File: src/sv/icb_pkg.sv
// ----------------------------------------------------------------------------
// icb_pkg
// Shared constants and types of the ICMP source-count blocker.
// ----------------------------------------------------------------------------
package icb_pkg;

    // table geometry
    localparam int TABLE_ENTRIES = 16;
    localparam int IDX_W         = (TABLE_ENTRIES > 1) ? $clog2(TABLE_ENTRIES) : 1;

    // field widths
    localparam int ADDR_W  = 32;
    localparam int PROTO_W = 8;
    localparam int CNT_W   = 16;

    // stream widths: slave tdata = {protocol, src_addr}, tuser = req_type
    localparam int S_TDATA_W = 40;
    localparam int S_TUSER_W = 1;
    // master tdata = new_count, tuser = {table_full, found, drop}
    localparam int M_TDATA_W = 16;
    localparam int M_TUSER_W = 3;

    // constants
    localparam logic [CNT_W-1:0]   THRESHOLD_RESET = 16'd5;
    localparam logic [CNT_W-1:0]   COUNT_MAX       = 16'hFFFF;
    localparam logic [PROTO_W-1:0] PROTO_ICMP      = 8'd1;

    // request kinds
    localparam logic REQ_PACKET = 1'b0;
    localparam logic REQ_DELETE = 1'b1;

    // controller to datapath commands
    typedef struct packed {
        logic load_in;  // capture an input beat
        logic exec;     // look up, update the table, load the result
    } icb_cmd_t;

endpackage

File: src/sv/icb_ctrl.sv
// ----------------------------------------------------------------------------
// icb_ctrl
// Sequencer: takes one beat, runs it through the datapath, holds the
// result valid until the receiver takes it.
// ----------------------------------------------------------------------------
module icb_ctrl
(
    input  logic            clk,
    input  logic            rst_n,
    input  logic            s_tvalid,
    output logic            s_tready,
    output logic            m_tvalid,
    input  logic            m_tready,
    output icb_pkg::icb_cmd_t cmd
);
    import icb_pkg::*;

    typedef enum logic [0:0] {
        ST_IDLE,
        ST_EXEC
    } state_t;

    state_t state_reg, state_next;
    logic   out_valid_reg, out_valid_next;
    logic   out_free;

    // result slot is free when empty or being drained this cycle
    assign out_free = !out_valid_reg || m_tready;

    assign s_tready    = (state_reg == ST_IDLE);
    assign m_tvalid    = out_valid_reg;
    assign cmd.load_in = (state_reg == ST_IDLE) && s_tvalid;
    assign cmd.exec    = (state_reg == ST_EXEC) && out_free;

    // next state and result valid
    always_comb
    begin
        state_next     = state_reg;
        out_valid_next = out_valid_reg && !m_tready;
        case (state_reg)
            ST_IDLE:
            begin
                if (s_tvalid)
                begin
                    state_next = ST_EXEC;
                end
            end
            ST_EXEC:
            begin
                if (out_free)
                begin
                    state_next     = ST_IDLE;
                    out_valid_next = 1'b1;
                end
            end
            default:
            begin
                state_next = ST_IDLE;
            end
        endcase
    end

    always_ff @(posedge clk or negedge rst_n)
    begin
        if (!rst_n)
        begin
            state_reg     <= ST_IDLE;
            out_valid_reg <= 1'b0;
        end
        else
        begin
            state_reg     <= state_next;
            out_valid_reg <= out_valid_next;
        end
    end

endmodule

File: src/sv/icb_dp.sv
// ----------------------------------------------------------------------------
// icb_dp
// Datapath: input registers, source table with parallel match, counter
// update, threshold register and result registers.
// ----------------------------------------------------------------------------
module icb_dp
(
    input  logic                          clk,
    input  logic                          rst_n,
    input  icb_pkg::icb_cmd_t             cmd,
    input  logic                          in_req_type,
    input  logic [icb_pkg::ADDR_W-1:0]    in_src_addr,
    input  logic [icb_pkg::PROTO_W-1:0]   in_protocol,
    input  logic                          cfg_we,
    input  logic [icb_pkg::CNT_W-1:0]     cfg_data,
    output logic                          out_drop,
    output logic                          out_found,
    output logic                          out_table_full,
    output logic [icb_pkg::CNT_W-1:0]     out_new_count
);
    import icb_pkg::*;

    // captured request
    logic               req_reg;
    logic [ADDR_W-1:0]  addr_reg;
    logic [PROTO_W-1:0] proto_reg;

    // source table
    logic [ADDR_W-1:0]  entry_addr_reg  [TABLE_ENTRIES];
    logic [CNT_W-1:0]   entry_count_reg [TABLE_ENTRIES];
    logic [TABLE_ENTRIES-1:0] entry_valid_reg;

    logic [CNT_W-1:0]   threshold_reg;

    // result registers
    logic               drop_reg, found_reg, full_reg;
    logic [CNT_W-1:0]   count_reg;

    // lookup
    logic               hit, free_any;
    logic [IDX_W-1:0]   hit_idx, free_idx, slot_idx;
    logic [CNT_W-1:0]   cur_count, inc_count;
    logic               is_icmp, is_delete;
    logic               wr_en, ins_en;
    logic [CNT_W-1:0]   wr_count;
    logic               drop_next, found_next, full_next;
    logic [CNT_W-1:0]   count_next;

    // lowest matching slot and lowest free slot
    always_comb
    begin
        hit      = 1'b0;
        free_any = 1'b0;
        hit_idx  = '0;
        free_idx = '0;
        for (int i = TABLE_ENTRIES - 1; i >= 0; i--)
        begin
            if (entry_valid_reg[i] && (entry_addr_reg[i] == addr_reg))
            begin
                hit     = 1'b1;
                hit_idx = IDX_W'(i);
            end
            if (!entry_valid_reg[i])
            begin
                free_any = 1'b1;
                free_idx = IDX_W'(i);
            end
        end
    end

    assign is_delete = (req_reg == REQ_DELETE);
    assign is_icmp   = (req_reg == REQ_PACKET) && (proto_reg == PROTO_ICMP);
    assign slot_idx  = hit ? hit_idx : free_idx;
    // a new source starts from zero
    assign cur_count = hit ? entry_count_reg[hit_idx] : '0;
    assign inc_count = (cur_count == COUNT_MAX) ? cur_count : cur_count + CNT_W'(1);

    // result and table update
    always_comb
    begin
        drop_next  = 1'b0;
        found_next = 1'b0;
        full_next  = 1'b0;
        count_next = '0;
        wr_en      = 1'b0;
        ins_en     = 1'b0;
        wr_count   = '0;
        if (is_delete)
        begin
            if (hit)
            begin
                found_next = 1'b1;
                wr_en      = 1'b1;
            end
        end
        else if (is_icmp)
        begin
            if (hit || free_any)
            begin
                found_next = 1'b1;
                count_next = inc_count;
                drop_next  = (inc_count > threshold_reg);
                wr_en      = 1'b1;
                ins_en     = !hit;
                wr_count   = inc_count;
            end
            else
            begin
                full_next = 1'b1;
            end
        end
    end

    // input capture
    always_ff @(posedge clk)
    begin
        if (cmd.load_in)
        begin
            req_reg   <= in_req_type;
            addr_reg  <= in_src_addr;
            proto_reg <= in_protocol;
        end
    end

    // table payload
    always_ff @(posedge clk)
    begin
        if (cmd.exec && wr_en)
        begin
            entry_count_reg[slot_idx] <= wr_count;
            if (ins_en)
            begin
                entry_addr_reg[slot_idx] <= addr_reg;
            end
        end
    end

    // valid bits and threshold
    always_ff @(posedge clk or negedge rst_n)
    begin
        if (!rst_n)
        begin
            entry_valid_reg <= '0;
            threshold_reg   <= THRESHOLD_RESET;
        end
        else
        begin
            if (cmd.exec && ins_en)
            begin
                entry_valid_reg[slot_idx] <= 1'b1;
            end
            if (cfg_we)
            begin
                threshold_reg <= cfg_data;
            end
        end
    end

    // result registers
    always_ff @(posedge clk)
    begin
        if (cmd.exec)
        begin
            drop_reg  <= drop_next;
            found_reg <= found_next;
            full_reg  <= full_next;
            count_reg <= count_next;
        end
    end

    assign out_drop       = drop_reg;
    assign out_found      = found_reg;
    assign out_table_full = full_reg;
    assign out_new_count  = count_reg;

endmodule

File: src/sv/icmp_source_count_blocker.sv
// ----------------------------------------------------------------------------
// icmp_source_count_blocker
// Per-source ICMP packet counter with a drop threshold.
// ----------------------------------------------------------------------------
// Usage:
//   s_* stream : one beat per request. tuser holds req_type (0 = packet,
//                1 = delete); tdata holds src_addr and protocol.
//   m_* stream : one result beat per request. tuser holds drop, found and
//                table_full; tdata holds new_count.
//   cfg_*      : write of drop_threshold, always ready, one write per beat;
//                write only while no request is in flight.
//   Sequence   : the request beat is captured into the input registers, then the
//                parallel table match and counter update load the result
//                register; no new request is taken until then.
//   Reset      : all table entries become free and drop_threshold is 5.
//   Stall      : the result register holds while m_tready is low; the next
//                request is captured meanwhile and waits in its update
//                cycle until the result register drains.
// ----------------------------------------------------------------------------
module icmp_source_count_blocker
(
    input  logic                             clk,
    input  logic                             rst_n,
    input  logic                             s_tvalid,
    output logic                             s_tready,
    input  logic [icb_pkg::S_TDATA_W-1:0]    s_tdata,  // src_addr[31:0], protocol[39:32]
    input  logic [icb_pkg::S_TUSER_W-1:0]    s_tuser,  // req_type[0]
    output logic                             m_tvalid,
    input  logic                             m_tready,
    output logic [icb_pkg::M_TDATA_W-1:0]    m_tdata,  // new_count[15:0]
    output logic [icb_pkg::M_TUSER_W-1:0]    m_tuser,  // drop[0], found[1], table_full[2]
    input  logic                             cfg_valid,
    output logic                             cfg_ready,
    input  logic [icb_pkg::CNT_W-1:0]        cfg_data  // drop_threshold
);
    import icb_pkg::*;

    icb_cmd_t cmd;
    logic     drop, found, table_full;

    assign cfg_ready = 1'b1;

    // sequencer
    icb_ctrl u_ctrl
    (
        .clk      (clk),
        .rst_n    (rst_n),
        .s_tvalid (s_tvalid),
        .s_tready (s_tready),
        .m_tvalid (m_tvalid),
        .m_tready (m_tready),
        .cmd      (cmd)
    );

    // table and result datapath
    icb_dp u_dp
    (
        .clk            (clk),
        .rst_n          (rst_n),
        .cmd            (cmd),
        .in_req_type    (s_tuser[0]),
        .in_src_addr    (s_tdata[ADDR_W-1:0]),
        .in_protocol    (s_tdata[ADDR_W+PROTO_W-1:ADDR_W]),
        .cfg_we         (cfg_valid),
        .cfg_data       (cfg_data),
        .out_drop       (drop),
        .out_found      (found),
        .out_table_full (table_full),
        .out_new_count  (m_tdata)
    );

    assign m_tuser = {table_full, found, drop};

endmodule

File: config.mk
export PLATFORM = sky130hd
export DESIGN_NAME = icmp_source_count_blocker
export DESIGN_NICKNAME = d
export VERILOG_FILES = /design/src/sv/icb_pkg.sv /design/src/sv/icb_ctrl.sv /design/src/sv/icb_dp.sv /design/src/sv/icmp_source_count_blocker.sv
export SDC_FILE = /design/constraint.sdc
export NUM_CORES = 2
export LEC_CHECK = 0
export BUFFER_PORTS_ARGS = -buffer_cell sky130_fd_sc_hd__buf_2
export CAP_MARGIN = 20
export CORE_MARGIN = 10
export CORE_UTILIZATION = 45
export DETAILED_ROUTE_END_ITERATION = 16
export SLEW_MARGIN = 25
export SYNTH_ARGS = -nofsm -noshare
export SYNTH_HDL_FRONTEND = slang
export SYNTH_SLANG_ARGS = --single-unit
File: constraint.sdc
create_clock -name clk -period 13.2 [get_ports clk]
set_clock_uncertainty 0.2 [all_clocks]
set_input_delay 2.64 -clock clk [delete_from_list [all_inputs] [get_ports clk]]
set_output_delay 2.64 -clock clk [all_outputs]
set_load 0.005 [all_outputs]
==> results.sh <==
export IMPL_slew_headroom_pct=31.6
export IMPL_slowest_stage="nor4_1"
export IMPL_drt_total_wl_mm=103
export IMPL_path_class="flip-flop to flip-flop"
export IMPL_cts_resized=0
export IMPL_grt_pass1_vias=22000
export IMPL_mostFrequentLayoutCells="edfxtp_1, xor2_1, nor4_1"
export IMPL_via_per_inst=5.81
export IMPL_period_needed_ns=8.50
export IMPL_worstSetupEndpointType="flip-flop"
export IMPL_ys_ff_latch=862
export IMPL_p_clk_share_pct=39.0
export IMPL_leakage_nw=14.9
export IMPL_drive_gt1_share_pct=13.6
export IMPL_stdcell_count=3772
export IMPL_sequentialPowerShare_pct=49.7
export IMPL_cp_max_fo=73
export IMPL_slew_violations=0
export IMPL_synth_net_count=2553
export IMPL_hold_class="flip-flop to flip-flop"
export IMPL_yosysUniqueCellTypes=81
export IMPL_max_freq_ghz=0.118
export IMPL_grt_first_pass_wirelength_mm=148
export IMPL_dp_hpwl_mm=64.6
export IMPL_gr_usage_met1_pct=29.5
export IMPL_drcViolationCount=0
export IMPL_ys_warn_count=0
export IMPL_clkLatencyLatePin_ns=0.66
export IMPL_cts_tree="built"
export IMPL_worstMarginPinSlew_ns=1.02
export IMPL_numCtsBuffers=91
export IMPL_clock_path_buffers=3
export IMPL_grtUsageMet2_pct=32.1
export IMPL_dpl_cell_count=3603
export IMPL_status="completed"
export IMPL_grt_use_met3_pct=3.87
export IMPL_initial_utilization_pct=45.6
export IMPL_syn_area_per_cell_sq_um=15.2
export IMPL_antenna_left=0
export IMPL_coreArea_sq_um=82500
export IMPL_portBuffers=82
export IMPL_clk_pin_slew_ns=0.06
export IMPL_synthArstFlopShare_pct=3.94
export IMPL_grt_usage_pct=21.2
export IMPL_grt_overflow=0
export IMPL_first_pass_iters=5
export IMPL_grt_busiest_layer="met2"
export IMPL_cp_arrival_ns=8.69
export IMPL_grt_start_max_net_pins=74
export IMPL_setup_viol=0
export IMPL_hold_viol_final=0
export IMPL_cap_violations=0
export IMPL_area_growth_pct=12.1
export IMPL_cts_setup_buffers=0
export IMPL_io_pins=84
export IMPL_die_area_sq_um=95600
export IMPL_fillers=6952
export IMPL_rows=105
export IMPL_ctsHoldBuffers=0
export IMPL_layout_commonest_cell="edfxtp_1"
export IMPL_die_h_microns=309
export IMPL_vdd_drop_max_uv=152
export IMPL_fin_crit_sh_pct=64.4
export IMPL_power_total_mw=6.31
export IMPL_nNetsFinal=2705
export IMPL_swShare_pct=25.5
export IMPL_comb_power_share_pct=11.3
export IMPL_synth_edf_count=828
export IMPL_startpoint_type="flip-flop"
export IMPL_cp_required_ns=13.39
export IMPL_synthFlopType="edfxtp_1"
export IMPL_synthCells=2474
export IMPL_switching_power_mw=1.61
export IMPL_pwr_density_cell_nw_per_um2=150
export IMPL_synth_area_sq_um=37600
export IMPL_largest_reg_flops=512
export IMPL_rsz0062_at_grt="no"
export IMPL_slowest_delay_ns=0.71
export IMPL_cts_htree_levels=3
export IMPL_dr_total_vias=21900
export IMPL_synth_seq_area_share_pct=68.4
export IMPL_cts_sinks=862
export IMPL_wl_per_cell_microns=27.2
export IMPL_fin_tns_setup_ns=0
export IMPL_antenna_found_initial=4
export IMPL_cts_root_buf="clkbuf_16"
export IMPL_internal_power_mw=4.70
export IMPL_die_x_microns=309
export IMPL_n_antenna_cell=0
export IMPL_first_iter_violations=2348
export IMPL_place_gp_congestion=0.896
metrics by stage:
stage / worst slack [ns] / instance area [sq um] / util [%] / hold WS (ns)
2_1_floorplan: 6.55 / 37600 / - / 0.280
3_3_place_gp: 4.33 / 39300 / 47.6 / 0.294
3_5_place_dp: 4.77 / 39300 / 47.6 / 0.345
4_1_cts: 4.76 / 42100 / 51.1 / 0.361
5_1_grt: 4.04 / 42200 / 51.1 / 0.373
6_report: 4.70 / 42200 / 51.1 / 0.355
cell usage after synthesis (all sizes together), types with 21 or more instances:
library cell  number  area share, %
inv               29           0.29
buf               87            1.8
nor2              87           0.90
nor3              47           0.69
xnor2             87            2.0
edfxtp           828             66
nand4             70            1.2
nand3             34           0.48
and2              21           0.35
dfrtp             32            2.1
mux2i            127            3.4
nor4             178            3.0
o21ai             56           0.78
xor2             432             10
nand2             96           0.98
cell families (layout without fill, tap and decap cells):
family | count (synthesis) | in the layout | synth area share [%]
flops | 862 | 862 | 68.4
simple gates | 638 | 638 | 9.73
xor+xnor | 519 | 519 | 12.1
fa+ha+maj | 17 | 17 | 0.565
compound gates | 167 | 167 | 3.20
buf+inv | 129 | 357 | 2.26
other cells | 1 | 1 | 0.00997
mux | 141 | 141 | 3.80
critical path, delay by kind of cell (launching register included):
kind | cells | cell delay [ns]
muxes | 2 | 0.54
xor gates and xnor gates | 1 | 0.35
and+or+nand+nor | 15 | 3.40
adders and majority gates | 2 | 0.45
DFF | 1 | 0.31
AOI/OAI and AO/OA | 10 | 1.51
buffers and inverters | 4 | 1.42
power groups by stage:
stage	Sequential [mW]	Combinational (mW)	Clock, mW
after floorplan	3.21	0.409	0
after global placement	3.19	0.710	0
after detailed placement	3.19	0.710	0
after CTS	3.13	0.713	2.50
after global routing	3.14	0.762	2.61
final	3.13	0.712	2.46
layout make-up:
| class | instances | area [sq um] | share of cell area [%] |
|---|---|---|---|
| Clock inverter | 48 | 418 | 0.991 |
| Multi-Input combinational cell | 1483 | 11100 | 26.4 |
| Inverter | 29 | 109 | 0.258 |
| Sequential cell | 862 | 25700 | 61.0 |
| Clock buffer | 121 | 2430 | 5.77 |
| Timing Repair Buffer | 159 | 995 | 2.36 |
| Tap cell | 1070 | 1340 | 3.18 |
path summary, 6_finish.rpt:
kind	startpoint	endpoint	slack, ns	depth (start not counted)
worst max-delay path	u_dp.addr_reg[11]	u_dp.out_drop	4.70	34
worst min-delay path	u_dp.threshold_reg[13]	u_dp.threshold_reg[13]	0.36	2
worst max register to register	u_dp.addr_reg[11]	u_dp.out_drop	4.70	34
worst min register to register	u_dp.threshold_reg[13]	u_dp.threshold_reg[13]	0.36	2
max in group asynchronous	rst_n	u_dp.entry_valid_reg[1]	10.56	1
min in group asynchronous	rst_n	u_dp.threshold_reg[3]	1.81	1
layer usage:
metal  part of all wire (%)  vias to the layer above  routed length (microns)
met5                      0                        -                        0
met4                    4.4                        0                     4480
met3                    7.5                      215                     7710
met2                     44                      924                    45500
met1                     44                    11100                    44900
li1                       -                     9700                        -
No activity file was read; power rests on OpenSTA's default activity.
